===== src/dual_budget_admission_control_macros.svh =====
// Assertion macros for the dual budget admission control block.
// Clock i_clk and active-low reset i_rst_n are taken from the including module.
`ifndef DUAL_BUDGET_ADMISSION_CONTROL_MACROS_SVH
`define DUAL_BUDGET_ADMISSION_CONTROL_MACROS_SVH

// Consequent checked in the cycle after the antecedent.
`define DBAC_ASSERT_NEXT(label, ante, cons) \
    label: assert property (@(posedge i_clk) disable iff (!i_rst_n) (ante) |=> (cons)) \
        else $error("dbac: next-cycle check failed");

// Consequent checked in the same cycle as the antecedent.
`define DBAC_ASSERT_SAME(label, ante, cons) \
    label: assert property (@(posedge i_clk) disable iff (!i_rst_n) (ante) |-> (cons)) \
        else $error("dbac: same-cycle check failed");

`endif


===== src/dbac_pkg.sv =====
// Package for the dual budget admission control block: action and refusal codes,
// register indexes and field widths. No dependencies.
package dbac_pkg;

    localparam int unsigned XFER_W = 32;
    localparam int unsigned EVAL_W = 24;
    localparam int unsigned ORD_W = 48;
    localparam int unsigned ROT_CNT_W = 32;
    localparam int unsigned SES_CNT_W = 48;
    localparam int unsigned IN_DATA_W = 104;
    localparam int unsigned OUT_DATA_W = 272;
    localparam int unsigned OUT_PAD_W = 5;

    typedef enum logic [1:0] {
        ACT_OPEN    = 2'd0,
        ACT_CHARGE  = 2'd1,
        ACT_DEFER   = 2'd2,
        ACT_PROMOTE = 2'd3
    } t_action;

    typedef enum logic [1:0] {
        REF_NONE      = 2'd0,
        REF_NOT_LATER = 2'd1,
        REF_EXHAUSTED = 2'd2
    } t_refusal;

    localparam logic CFG_BUDGET_XFER = 1'b0;
    localparam logic CFG_BUDGET_EVAL = 1'b1;

endpackage


===== src/dual_budget_admission_control.sv =====
// Dual budget admission control: top level, single module.
// Depends on dbac_pkg and dual_budget_admission_control_macros.svh.
//
// Usage:
//   Items arrive on the s_axis channel: tuser carries the action (open, charge,
//   defer, promote), tdata the rotation ordinal and the two cost parts. Each item
//   yields exactly one result beat on m_axis with the status and all counters.
//   Budgets per rotation are written on the cfg channel (index 0 transfer bytes,
//   index 1 evaluation units); they take effect at the next open. cfg is always
//   ready. The user must see that cfg is written only while the block is idle;
//   the block itself does not enforce this. An accepted beat is held in the input
//   register; its result goes to the result register when that item advances.
//   Throughput: one item per cycle while m_axis does not stall; the state compare
//   and subtract sits combinationally between the input and result registers.
//   When m_axis stalls, the result stays in the output register and one more
//   item waits in the input register; s_axis_tready then drops.
//   Reset (synchronous, active low) clears budgets, counters, the open rotation
//   and the valid flags of both pipeline registers.
`include "dual_budget_admission_control_macros.svh"

module dual_budget_admission_control (
    input  logic                               i_clk,
    input  logic                               i_rst_n,
    input  logic                               i_cfg_valid,
    output logic                               o_cfg_ready,
    input  logic                               i_cfg_index,
    input  logic [dbac_pkg::XFER_W-1:0]        i_cfg_data,
    input  logic                               s_axis_tvalid,
    output logic                               s_axis_tready,
    // [47:0] rotation_ordinal, [79:48] cost_transfer_bytes, [103:80] cost_eval_units
    input  logic [dbac_pkg::IN_DATA_W-1:0]     s_axis_tdata,
    // [1:0] action
    input  logic [1:0]                         s_axis_tuser,
    output logic                               m_axis_tvalid,
    input  logic                               m_axis_tready,
    // [0] accepted, [2:1] refusal_code, [34:3] remaining_transfer,
    // [58:35] remaining_eval, [106:59] open_ordinal, [138:107] promoted_in_rotation,
    // [170:139] deferred_in_rotation, [218:171] promoted_in_session,
    // [266:219] deferred_in_session, [271:267] zero
    output logic [dbac_pkg::OUT_DATA_W-1:0]    m_axis_tdata
);

    // config
    logic [dbac_pkg::XFER_W-1:0]    r_budget_xfer;
    logic [dbac_pkg::EVAL_W-1:0]    r_budget_eval;

    // input register
    logic                           r_in_valid;
    dbac_pkg::t_action              r_in_action;
    logic [dbac_pkg::ORD_W-1:0]     r_in_ord;
    logic [dbac_pkg::XFER_W-1:0]    r_in_cost_xfer;
    logic [dbac_pkg::EVAL_W-1:0]    r_in_cost_eval;

    // block state
    logic [dbac_pkg::XFER_W-1:0]    r_left_xfer, n_left_xfer;
    logic [dbac_pkg::EVAL_W-1:0]    r_left_eval, n_left_eval;
    logic                           r_standing, n_standing;
    logic [dbac_pkg::ORD_W-1:0]     r_ord, n_ord;
    logic [dbac_pkg::ROT_CNT_W-1:0] r_rot_prom, n_rot_prom;
    logic [dbac_pkg::ROT_CNT_W-1:0] r_rot_def, n_rot_def;
    logic [dbac_pkg::SES_CNT_W-1:0] r_ses_prom, n_ses_prom;
    logic [dbac_pkg::SES_CNT_W-1:0] r_ses_def, n_ses_def;

    // result register
    logic                           r_out_valid;
    logic [dbac_pkg::OUT_DATA_W-1:0] r_out_data;

    logic                           ok;
    dbac_pkg::t_refusal             code;
    logic                           advance;

    assign o_cfg_ready   = 1'b1;
    assign advance       = r_in_valid && (!r_out_valid || m_axis_tready);
    assign s_axis_tready = !r_in_valid || advance;
    assign m_axis_tvalid = r_out_valid;
    assign m_axis_tdata  = r_out_data;

    always_ff @(posedge i_clk) begin
        if (!i_rst_n) begin
            r_budget_xfer <= '0;
            r_budget_eval <= '0;
        end else if (i_cfg_valid) begin
            unique case (i_cfg_index)
                dbac_pkg::CFG_BUDGET_XFER: r_budget_xfer <= i_cfg_data;
                dbac_pkg::CFG_BUDGET_EVAL: r_budget_eval <= i_cfg_data[dbac_pkg::EVAL_W-1:0];
                default: ;
            endcase
        end
    end

    always_ff @(posedge i_clk) begin
        if (!i_rst_n) begin
            r_in_valid <= 1'b0;
        end else if (s_axis_tready) begin
            r_in_valid <= s_axis_tvalid;
        end
    end

    always_ff @(posedge i_clk) begin
        if (s_axis_tready && s_axis_tvalid) begin
            r_in_action    <= dbac_pkg::t_action'(s_axis_tuser);
            r_in_ord       <= s_axis_tdata[47:0];
            r_in_cost_xfer <= s_axis_tdata[79:48];
            r_in_cost_eval <= s_axis_tdata[103:80];
        end
    end

    always_comb begin
        n_left_xfer = r_left_xfer;
        n_left_eval = r_left_eval;
        n_standing  = r_standing;
        n_ord       = r_ord;
        n_rot_prom  = r_rot_prom;
        n_rot_def   = r_rot_def;
        n_ses_prom  = r_ses_prom;
        n_ses_def   = r_ses_def;
        ok          = 1'b1;
        code        = dbac_pkg::REF_NONE;
        unique case (r_in_action)
            dbac_pkg::ACT_OPEN: begin
                if (r_standing && (r_in_ord <= r_ord)) begin
                    ok   = 1'b0;
                    code = dbac_pkg::REF_NOT_LATER;
                end else begin
                    n_left_xfer = r_budget_xfer;
                    n_left_eval = r_budget_eval;
                    n_standing  = 1'b1;
                    n_ord       = r_in_ord;
                    n_rot_prom  = '0;
                    n_rot_def   = '0;
                end
            end
            dbac_pkg::ACT_CHARGE: begin
                if ((r_in_cost_xfer <= r_left_xfer) && (r_in_cost_eval <= r_left_eval)) begin
                    n_left_xfer = r_left_xfer - r_in_cost_xfer;
                    n_left_eval = r_left_eval - r_in_cost_eval;
                end else begin
                    ok   = 1'b0;
                    code = dbac_pkg::REF_EXHAUSTED;
                end
            end
            dbac_pkg::ACT_DEFER: begin
                if (!(&r_rot_def)) begin
                    n_rot_def = r_rot_def + 1'b1;
                end
                if (!(&r_ses_def)) begin
                    n_ses_def = r_ses_def + 1'b1;
                end
            end
            dbac_pkg::ACT_PROMOTE: begin
                if (!(&r_rot_prom)) begin
                    n_rot_prom = r_rot_prom + 1'b1;
                end
                if (!(&r_ses_prom)) begin
                    n_ses_prom = r_ses_prom + 1'b1;
                end
            end
            default: ;
        endcase
    end

    always_ff @(posedge i_clk) begin
        if (!i_rst_n) begin
            r_left_xfer <= '0;
            r_left_eval <= '0;
            r_standing  <= 1'b0;
            r_ord       <= '0;
            r_rot_prom  <= '0;
            r_rot_def   <= '0;
            r_ses_prom  <= '0;
            r_ses_def   <= '0;
        end else if (advance) begin
            r_left_xfer <= n_left_xfer;
            r_left_eval <= n_left_eval;
            r_standing  <= n_standing;
            r_ord       <= n_ord;
            r_rot_prom  <= n_rot_prom;
            r_rot_def   <= n_rot_def;
            r_ses_prom  <= n_ses_prom;
            r_ses_def   <= n_ses_def;
        end
    end

    always_ff @(posedge i_clk) begin
        if (!i_rst_n) begin
            r_out_valid <= 1'b0;
        end else if (advance) begin
            r_out_valid <= 1'b1;
        end else if (m_axis_tready) begin
            r_out_valid <= 1'b0;
        end
    end

    always_ff @(posedge i_clk) begin
        if (advance) begin
            r_out_data <= {{dbac_pkg::OUT_PAD_W{1'b0}}, n_ses_def, n_ses_prom, n_rot_def,
                           n_rot_prom, n_ord, n_left_eval, n_left_xfer, code, ok};
        end
    end

    `DBAC_ASSERT_NEXT(a_open_stands,
        advance && (r_in_action == dbac_pkg::ACT_OPEN) && ok,
        r_standing && (r_rot_prom == '0) && (r_rot_def == '0))
    `DBAC_ASSERT_NEXT(a_refused_charge_keeps,
        advance && (r_in_action == dbac_pkg::ACT_CHARGE) && !ok,
        (r_left_xfer == $past(r_left_xfer)) && (r_left_eval == $past(r_left_eval)))
    `DBAC_ASSERT_NEXT(a_budget_only_refills_on_open,
        advance && (r_in_action != dbac_pkg::ACT_OPEN),
        (r_left_xfer <= $past(r_left_xfer)) && (r_left_eval <= $past(r_left_eval)))
    `DBAC_ASSERT_NEXT(a_session_monotonic,
        i_rst_n,
        (r_ses_prom >= $past(r_ses_prom)) && (r_ses_def >= $past(r_ses_def)))
    `DBAC_ASSERT_SAME(a_refusal_consistent,
        r_out_valid,
        r_out_data[0] == (r_out_data[2:1] == dbac_pkg::REF_NONE))

endmodule

===== config.mk =====
export PLATFORM = sky130hd
export DESIGN_NAME = dual_budget_admission_control
export DESIGN_NICKNAME = d
export VERILOG_FILES = /design/src/dbac_pkg.sv /design/src/dual_budget_admission_control.sv
export VERILOG_INCLUDE_DIRS = /design/src /design/src/src
export SDC_FILE = /design/constraint.sdc
export NUM_CORES = 1
export LEC_CHECK = 0
export BUFFER_PORTS_ARGS = -buffer_cell sky130_fd_sc_hd__buf_2
export CAP_MARGIN = 20
export CORE_MARGIN = 2
export CORE_UTILIZATION = 25
export DETAILED_ROUTE_END_ITERATION = 10
export GPL_ROUTABILITY_DRIVEN = 0
export MAX_ROUTING_LAYER = met4
export PLACE_DENSITY = 0.53
export SLEW_MARGIN = 40
export SYNTH_ARGS = -nofsm -noshare
export SYNTH_HDL_FRONTEND = slang
export SYNTH_SLANG_ARGS = --single-unit

===== constraint.sdc =====
create_clock -name i_clk -period 26.1 [get_ports i_clk]
set_input_delay 3.915 -clock i_clk [delete_from_list [all_inputs] [get_ports i_clk]]
set_output_delay 3.915 -clock i_clk [all_outputs]
set_load 0.02 [all_outputs]

==> flow_summary.yaml, run 1 <==
power_and_ir_drop:
  vdd_drop_max_uv: 49.6
  power.density_mw_per_mm2: 65.9
  p_leak_nw: 15.6
synth:
  ys_async_sr_fraction: 0
  synth_flop_cell: "edfxtp_1"
  yosysSeqAreaShare: 0.523
  synth.cell_area_mm2: 0.0338
  synthDistinctLibCells: 86
  netlist_instances: 3335
  ys.warnings.count: 0
  syn_area_per_cell_um2: 10.1
  synth-edff-count: 373
  synth_seq_cells: 696
sta:
  rsz0062_at_grt: "false"
  slew_violations: 0
  relSlewSlack: 0.444
  worst_pin_slew_ns: 0.832
  finalSetupViolations: 0
  fmax_mhz: 119
  layout_min_cycle_time_ns: 8.42
  final.setup_skew_ns: 0.0470
  tns_ns: 0
  hold_viol_final: 0
  fin_ws_ns: 17.68
  finalCritPeriodShare: 0.323
setup_path:
  cp_max_fo: 4
  worst-setup-path-type: "primary input to output pin"
  reg2reg_depth: 12
  worstSetupStartpointType: "primary input"
  critPathCaptureType: "output pin"
  path_cells: "buf_2, nor2b_1, nand2_1, buf_2"
  slowest_stage: "nor2b_1"
  worstPathRequired_ns: 22.18
  ff2ff_setup_slack_ns: 20.67
  cpMostUsedCell: "buf_2"
  worstReg2RegEnd: "m_axis_tdata[57]"
  rr_startpoint: "r_in_cost_eval[0]"
  crit_arrival_ns: 4.51
  slowest_delay_ns: 0.22
global_route:
  grtUsageTotal: 0.155
  grt_pass1_vias: 25000
  grt_max_degree: 149
  grt_antenna_before_repair: 14
  overflow: 0
  grt_first_pass_wirelength_um: 159000
placed_design:
  post-dp-hpwl_um: 74300
  placed_area_mm2: 0.0377
  io_buffers: 412
  dp.cells: 5362
  place_ws_ns: 17.67
hold_path:
  whs_path_depth: 2
  hold_path.class: "flip-flop to flip-flop"
  min_to: "r_budget_eval[0]"
  min_from: "r_budget_eval[0]"
floorplan:
  die-width_um: 372
  fp.dieArea_mm2: 0.138
  coreArea_mm2: 0.134
  io_pins: 419
  die_h_um: 372
  start_util: 0.252
  num_rows: 134
routing:
  route.detailed.drc: 0
  drt-wirelength-per-cell_um: 19.2
  first_iter_violations: 1978
  firstDrtPassIters: 5
  wl_um: 106000
  ant_nets: 0
  num_vias: 26400
  viasPerCell: 4.76
cts:
  cts_sinks: 696
  cts_setup_buffers: 0
  clk-insertion-delay-late_ns: 0.71
  htree_levels: 3
  holdBufCountCts: 0
  clk_pin_slew_ns: 0.06
  cts_tree: "built"
  cts-root-buf: "clkbuf_16"
  cts_resized: 0
  clk_path_buf_depth: 3
  numCtsBuffers: 85
cells_and_area:
  multiInputGateArea_mm2: 0.0149
  stdcell_count: 5538
  post-route-cell-area_mm2: 0.0408
  n_fill_cell: 13900
  layout_common_cells: "412 x buf_2, 373 x edfxtp_1, 335 x nand2_1"
  final_common_cell: "buf_2"
  layout.nets: 3942
  register_area_mm2: 0.0177
  area_growth_pct: 20.7
  drive_gt1_frac: 0.187
run_status:
  run_status: "completed"
flow_run:
  maxCapViolations: 0
[how the worst max path moves through the flow]
| stage | startpoint | endpoint | slack, ns | cells past startpoint |
|---|---|---|---|---|
| floorplan | m_axis_tready | m_axis_tdata[0] | 13.17 | 6 |
| global placement | m_axis_tready | s_axis_tready | 17.68 | 4 |
| detailed placement | m_axis_tready | s_axis_tready | 17.67 | 4 |
| CTS | m_axis_tready | s_axis_tready | 17.67 | 4 |
| global route | m_axis_tready | s_axis_tready | 17.62 | 4 |
| finish | m_axis_tready | s_axis_tready | 17.68 | 4 |
[flip-flops by register name, summed over array words and instances, names as in the netlist, 48 cells and up]
name          cells
r_ses_prom       48
r_ses_def        48
r_ord            48
r_in_ord         48
m_axis_tdata    267
[final cells by class]
type                       count  share of cell area
inverter                     152              0.0144
multi-input combinational   2296               0.366
sequential                   696               0.433
clock inverter                42              0.0132
tap                         1768              0.0543
antenna                       14            0.000860
timing repair buffer         453              0.0598
clock buffer                 117              0.0582
[power breakdown]
part | total [mW] | internal [mW] | leakage [nW] | switching [mW]
clock | 1.23 | 0.724 | 1.40 | 0.509
combinational | 0.233 | 0.0739 | 8.10 | 0.159
sequential | 1.22 | 1.20 | 6.10 | 0.0213
[stage by stage]
step,util,hold slack [ns],power [mW]
final,0.305,0.456,2.69
after global routing,0.305,0.477,2.79
after CTS,0.304,0.457,2.73
after detailed placement,0.282,0.449,1.48
after global placement,0.282,0.445,1.48
after floorplan,-,0.436,1.39
[metal layers]
layer	vias up	GRT usage	wire length, um
li1	12800	-	-
met3	136	0.0341	6440
met2	741	0.228	46700
met5	-	-	0
met4	0	0.0439	2450
met1	12700	0.211	50800
[critical path, delay by kind of cell]
kind | cells | cell delay [ns]
buffers and inverters | 2 | 0.26
and+or+nand+nor | 2 | 0.33
[cells in the mapped netlist (all sizes together), types with 15 or more instances]
master | n | share of area
or2 | 15 | 0.0029
a22o | 91 | 0.024
ha | 112 | 0.041
nand2 | 336 | 0.037
a31oi | 23 | 0.0043
and3 | 28 | 0.0052
o31ai | 23 | 0.0055
and4 | 22 | 0.0057
and2 | 38 | 0.0070
o21a | 67 | 0.015
o21ai | 120 | 0.018
a21oi | 230 | 0.034
nor2 | 256 | 0.028
nand4 | 71 | 0.013
a22oi | 18 | 0.0040
nor3 | 89 | 0.013
mux2 | 58 | 0.019
a221o | 17 | 0.0050
nand3 | 121 | 0.018
clkbuf | 169 | 0.019
edfxtp | 373 | 0.33
inv | 151 | 0.017
buf | 26 | 0.0043
mux2i | 30 | 0.0089
nand2b | 16 | 0.0030
nor4 | 30 | 0.0059
a21o | 79 | 0.018
xor2 | 101 | 0.026
xnor2 | 118 | 0.031
or3 | 33 | 0.0061
dfxtp | 323 | 0.19
[cells by family (layout without fill, tap and decap cells)]
group	count (synthesis)	in the layout	share of synthesized area
AOI/OAI and AO/OA	782	782	0.156
xor gates and xnor gates	219	219	0.0568
adders and majority gates	114	114	0.0427
buffers and inverters	347	764	0.0400
DFF	696	696	0.523
muxes	88	88	0.0282
other	2	20	0.000222
and+or+nand+nor	1087	1087	0.153
Power figures use the tool's default switching activity.
==> inputs of run 2 (changes only) <==
Settings changed: ABC_AREA set to 1.
Clock period 26.1 ns to 8.2 ns, I/O delays scaled along.
==> flow_summary.yaml, run 2 <==
run_status:
  run_status: "completed"
global_route:
  grtUsageTotal: 0.158
  overflow: 0
  grt_max_degree: 153
  grt_antenna_before_repair: 21
  grt_first_pass_wirelength_um: 187000
  grt_pass1_vias: 31300
setup_path:
  crit_family: "simple AND/OR/NAND/NOR gates"
  cpMostUsedCell: "nand2_1"
  path_buf_inv: 3
  cp_max_fo: 31
  worstReg2RegEnd: "m_axis_tdata[37]"
  ff2ff_setup_slack_ns: 4.55
  worst-setup-path-type: "flip-flop to flip-flop"
  crit_arrival_ns: 4.06
  slowest_stage: "buf_6"
  reg2reg_depth: 16
  critPathCaptureType: "flip-flop"
  slowest_delay_ns: 0.47
  worstSetupStartpointType: "flip-flop"
  path_cells: "inv_1, ha_1, fa_1, inv_1, nand3_1, nand3_1, nand2_1, nand2_1, nand2_1, nand4_4, nand2_8, nand2_8, nand3b_4, buf_6, nand2_1, nand2_1"
  rr_startpoint: "r_left_eval[0]"
  worstPathRequired_ns: 8.61
routing:
  first_iter_violations: 2487
  viasPerCell: 4.45
  drt-wirelength-per-cell_um: 16.6
  firstDrtPassIters: 6
  num_vias: 32700
  wl_um: 122000
  route.detailed.drc: 0
  ant_nets: 0
sta:
  finalSetupViolations: 0
  tns_ns: 0
  fin_ws_ns: 4.55
  fmax_mhz: 274
  rsz0062_at_grt: "false"
  final.setup_skew_ns: 0.0414
  fin_hold_ws_ns: 0.485
  worst_pin_slew_ns: 0.814
  relSlewSlack: 0.458
  slew_violations: 0
  finalCritPeriodShare: 0.445
  hold_viol_final: 0
  layout_min_cycle_time_ns: 3.65
synth:
  yosysTopAreaCell: "edfxtp_1"
  synthDistinctLibCells: 61
  syn_area_per_cell_um2: 7.80
  synthTopCellsByArea: "edfxtp_1 29%, dfxtp_1 17%, nand2_1 11%, inv_1 7.3%, nor2_1 5.1%"
  yosysSeqAreaShare: 0.463
  synth.cell_area_mm2: 0.0381
  synth_top_area_share: 0.294
  synth_seq_cells: 696
  ys_top_cells_by_count: "1152 x nand2_1, 744 x inv_1, 517 x nor2_1, 373 x edfxtp_1, 340 x o21ai_0"
  ys_async_sr_fraction: 0
  synth_flop_cell: "edfxtp_1"
  synth-edff-count: 373
  ys.warnings.count: 0
  yosysMostFrequentCell: "nand2_1"
  netlist_instances: 4890
power_and_ir_drop:
  power.density_mw_per_mm2: 206
  vdd_drop_max_uv: 164
  power.total_mw: 9.26
  p_leak_nw: 20.6
hold_path:
  min_to: "r_budget_eval[6]"
  whs_path_depth: 2
  hold_path.class: "flip-flop to flip-flop"
  min_from: "r_budget_eval[6]"
floorplan:
  start_util: 0.251
  io_pins: 419
  die_h_um: 395
  num_rows: 143
  fp.dieArea_mm2: 0.156
  die-width_um: 395
  coreArea_mm2: 0.152
cells_and_area:
  post-route-util: 0.297
  layout_common_cells: "1150 x nand2_1, 742 x inv_1, 515 x nor2_1"
  final_common_cell: "nand2_1"
  post-route-cell-area_mm2: 0.0450
  layout.nets: 5493
  n_fill_cell: 16500
  stdcell_count: 7356
  largest_reg_flops: 267
  area_growth_pct: 18.0
  drive_gt1_frac: 0.143
placed_design:
  post-dp-hpwl_um: 89500
  placed_area_mm2: 0.0421
  place_ws_ns: 4.43
  dp.cells: 7176
  io_buffers: 412
cts:
  numCtsBuffers: 86
  cts_tree: "built"
  cts_resized: 0
  cts_sinks: 696
  htree_levels: 3
  cts_setup_buffers: 0
  cts-root-buf: "clkbuf_16"
  clk_pin_slew_ns: 0.06
  clk_path_buf_depth: 3
  clk-insertion-delay-late_ns: 0.70
  holdBufCountCts: 0
flow_run:
  maxCapViolations: 0
run 2: changes by cell type after synthesis, moves of 46 or more:
cell and delta:
o21ai_1 +101, o21ai_0 +221, a21o_1 -76, nand3_1 +95, clkbuf_1 -54, a22o_1 -91
nand2_4 +46, o21a_1 -65, xnor2_1 -112, nand2_1 +816, nor2_1 +261, inv_1 +594
mux2_2 -58
run 2: cell families after synthesis:
kind of cell | after synthesis | synth area share
DFF | 696 | 0.463
and+or+nand+nor | 2228 | 0.262
AOI/OAI and AO/OA | 756 | 0.102
xor gates and xnor gates | 142 | 0.0326
other | 2 | 0.000197
adders and majority gates | 114 | 0.0378
buffers and inverters | 952 | 0.102
run 2: final cells by class:
cell class	instances	area, um^2	share of cell area
multi-input cells	3246	16600	0.370
repair buffers	434	2320	0.0516
inverters	771	2920	0.0648
flip-flops and latches	696	17700	0.393
clock buffers	121	2420	0.0537
clock inverters	40	463	0.0103
diodes	18	45.0	0.00100
well taps	2030	2540	0.0564
run 2: where the power goes:
group / switching (mW) / leakage [nW] / internal [mW] / total, mW
clock network: 1.61 / 1.39 / 2.29 / 3.91
logic: 0.873 / 13.0 / 0.393 / 1.27
registers: 0.160 / 6.25 / 3.92 / 4.08
total: 2.65 / 20.6 / 6.61 / 9.26
run 2: layer usage:
metal,routed length (um),track usage,vias up
met3,7990,0.0329,163
met4,2720,0.0418,0
met5,0,-,-
li1,-,-,16400
met1,57700,0.214,15200
met2,53900,0.239,900
run 2: worst min-delay path, stage by stage (launching register included):
cell and delay (ns):
dfxtp_1 0.32, nor2_1 0.05, nor2_1 0.08
run 2: worst max-delay path by stage:
stage	from	endpoint	slack, ns	depth (start not counted)
final	r_left_eval[0]	m_axis_tdata[37]	4.55	16
after detailed placement	m_axis_tready	r_ses_prom[14]	4.43	9
after global routing	r_left_eval[0]	r_left_eval[4]	4.23	18
after CTS	r_left_eval[0]	m_axis_tdata[37]	4.49	16
after global placement	m_axis_tready	r_ses_prom[20]	4.24	9
after floorplan	m_axis_tready	m_axis_tdata[0]	2.57	6
==> inputs of run 3 (changes only) <==
Settings changed: PLACE_DENSITY 0.53 to 0.54.
Clock period 8.2 ns to 3 ns, I/O delays scaled along.
==> flow_summary.yaml, run 3 (synthesis results as in run 2) <==
run_status:
  run_status: "completed"
sta:
  hold_viol_final: 0
  tns_ns: 0
  final.setup_skew_ns: 0.0362
  worst_pin_slew_ns: 0.906
  fmax_mhz: 355
  fin_ws_ns: 0.184
  finalCritPeriodShare: 0.939
  layout_min_cycle_time_ns: 2.82
  relSlewSlack: 0.396
  fin_hold_ws_ns: 0.0703
  slew_violations: 0
  finalSetupViolations: 0
setup_path:
  path_cells: "inv_1, ha_1, fa_1, inv_1, nand3_1, nand3_1, nand2_1, nand2_1, nand2_1, nand4_4, buf_6, nand3_4, buf_6, or2_2, nand2_1, inv_1, nand3_2, nand2_1, inv_1"
  slowest_stage: "fa_1"
  crit_family: "simple AND/OR/NAND/NOR gates"
  worst-setup-path-type: "flip-flop to flip-flop"
  critPathCaptureType: "flip-flop"
  rr_startpoint: "r_left_eval[0]"
  crit_path_start: "r_left_eval[0]"
  cpMostUsedCell: "nand2_1"
  slowest_delay_ns: 0.41
  cp_max_fo: 8
  reg2reg_depth: 19
  path_buf_inv: 6
  crit_cells: 19
  worstSetupStartpointType: "flip-flop"
  worstPathRequired_ns: 3.62
  crit_arrival_ns: 3.44
cts:
  cts-root-buf: "clkbuf_16"
  cts_sinks: 696
  clk-insertion-delay-late_ns: 0.70
  htree_levels: 3
  clk_path_buf_depth: 3
  clk_pin_slew_ns: 0.06
  numCtsBuffers: 86
  cts_tree: "built"
floorplan:
  coreArea_mm2: 0.152
  num_rows: 143
  fp.dieArea_mm2: 0.156
  die-width_um: 395
  die_h_um: 395
  io_pins: 419
  start_util: 0.251
power_and_ir_drop:
  power.total_mw: 25.4
  vdd_drop_max_uv: 365
  power.density_mw_per_mm2: 542
  p_leak_nw: 21.5
routing:
  firstDrtPassIters: 6
  num_vias: 33500
  met1Wirelength_um: 59500
  wl_um: 126000
  first_iter_violations: 2459
  drt-wirelength-per-cell_um: 16.7
  route.detailed.drc: 0
  ant_nets: 0
  wl_met3_um: 7850
  viasPerCell: 4.46
  wl_met2_um: 54800
  highest_layer: "met4"
cells_and_area:
  n_fill_cell: 16300
  largest_reg_flops: 267
  stdcell_count: 7519
  area_growth_pct: 22.9
  drive_gt1_frac: 0.150
  layout.nets: 5670
  layout_common_cells: "1150 x nand2_1, 742 x inv_1, 514 x nor2_1"
  final_common_cell: "nand2_1"
hold_path:
  min_from: "i_cfg_data[24]"
  whs_path_depth: 3
  hold_path.class: "primary input to flip-flop"
placed_design:
  io_buffers: 412
  post-dp-hpwl_um: 91700
  dp.cells: 7228
  place_ws_ns: 0.0642
global_route:
  grt_first_pass_wirelength_um: 190000
  grtUsageTotal: 0.161
  overflow: 0
  grt_pass1_vias: 31900
  grt_max_degree: 169
  grt_antenna_before_repair: 12
flow_run:
  maxCapViolations: 0
run 3: cell types whose count changed in the layout (fill, tap and decap cells not counted), sizes merged:
cell and change:
inv -3, diode -13, clkbuf -2, buf +55
clkinvlp +6, dlygate4sd3 +120
run 3: path summary, 6_finish.rpt:
path | endpoint | slack [ns]
max | r_left_eval[1] | 0.18
min | r_budget_xfer[24] | 0.07
max reg2reg | r_left_eval[1] | 0.18
min reg2reg | r_budget_eval[9] | 0.48
run 3: through the flow:
stage | instance area, um^2 | util
final | 46900 | 0.309
after global routing | 46900 | 0.309
after CTS | 46700 | 0.308
after detailed placement | 42700 | 0.281
after global placement | 42700 | 0.281
after floorplan | 38200 | -
run 3: worst min-delay path, cell delays in order:
cell and delay, ns:
buf_2 0.12, nor2_1 0.05, nor2_1 0.10
run 3: where the power goes:
group	leakage, nW	switching, mW	internal (mW)
registers	6.25	0.449	10.7
clock network	1.34	4.40	6.09
logic	13.9	2.47	1.26
run 3: area by class of cell:
class / count / area, um^2 / area share
Sequential cell: 696 / 17700 / 0.377
Multi-Input combinational cell: 3246 / 16700 / 0.355
Timing Repair Buffer: 611 / 4250 / 0.0906
Inverter: 771 / 2930 / 0.0624
Tap cell: 2030 / 2540 / 0.0542
Clock buffer: 117 / 2330 / 0.0497
Clock inverter: 43 / 492 / 0.0105
Antenna cell: 5 / 12.5 / 0.000267
run 3: timing repair:
| action | CTS | global route |
|---|---|---|
| resized for setup | 0 | 26 |
| endpoints found under the hold margin | 124 | 0 |
| endpoints found under the setup margin | 0 | 166 |
| hold buffers | 120 | 0 |
| setup buffers | 0 | 3 |
run 3: routing by layer:
layer,vias up,global-route usage
li1,16800,-
met1,15500,0.219
met2,1032,0.244
met3,198,0.0279
met4,0,0.0459
met5,-,-
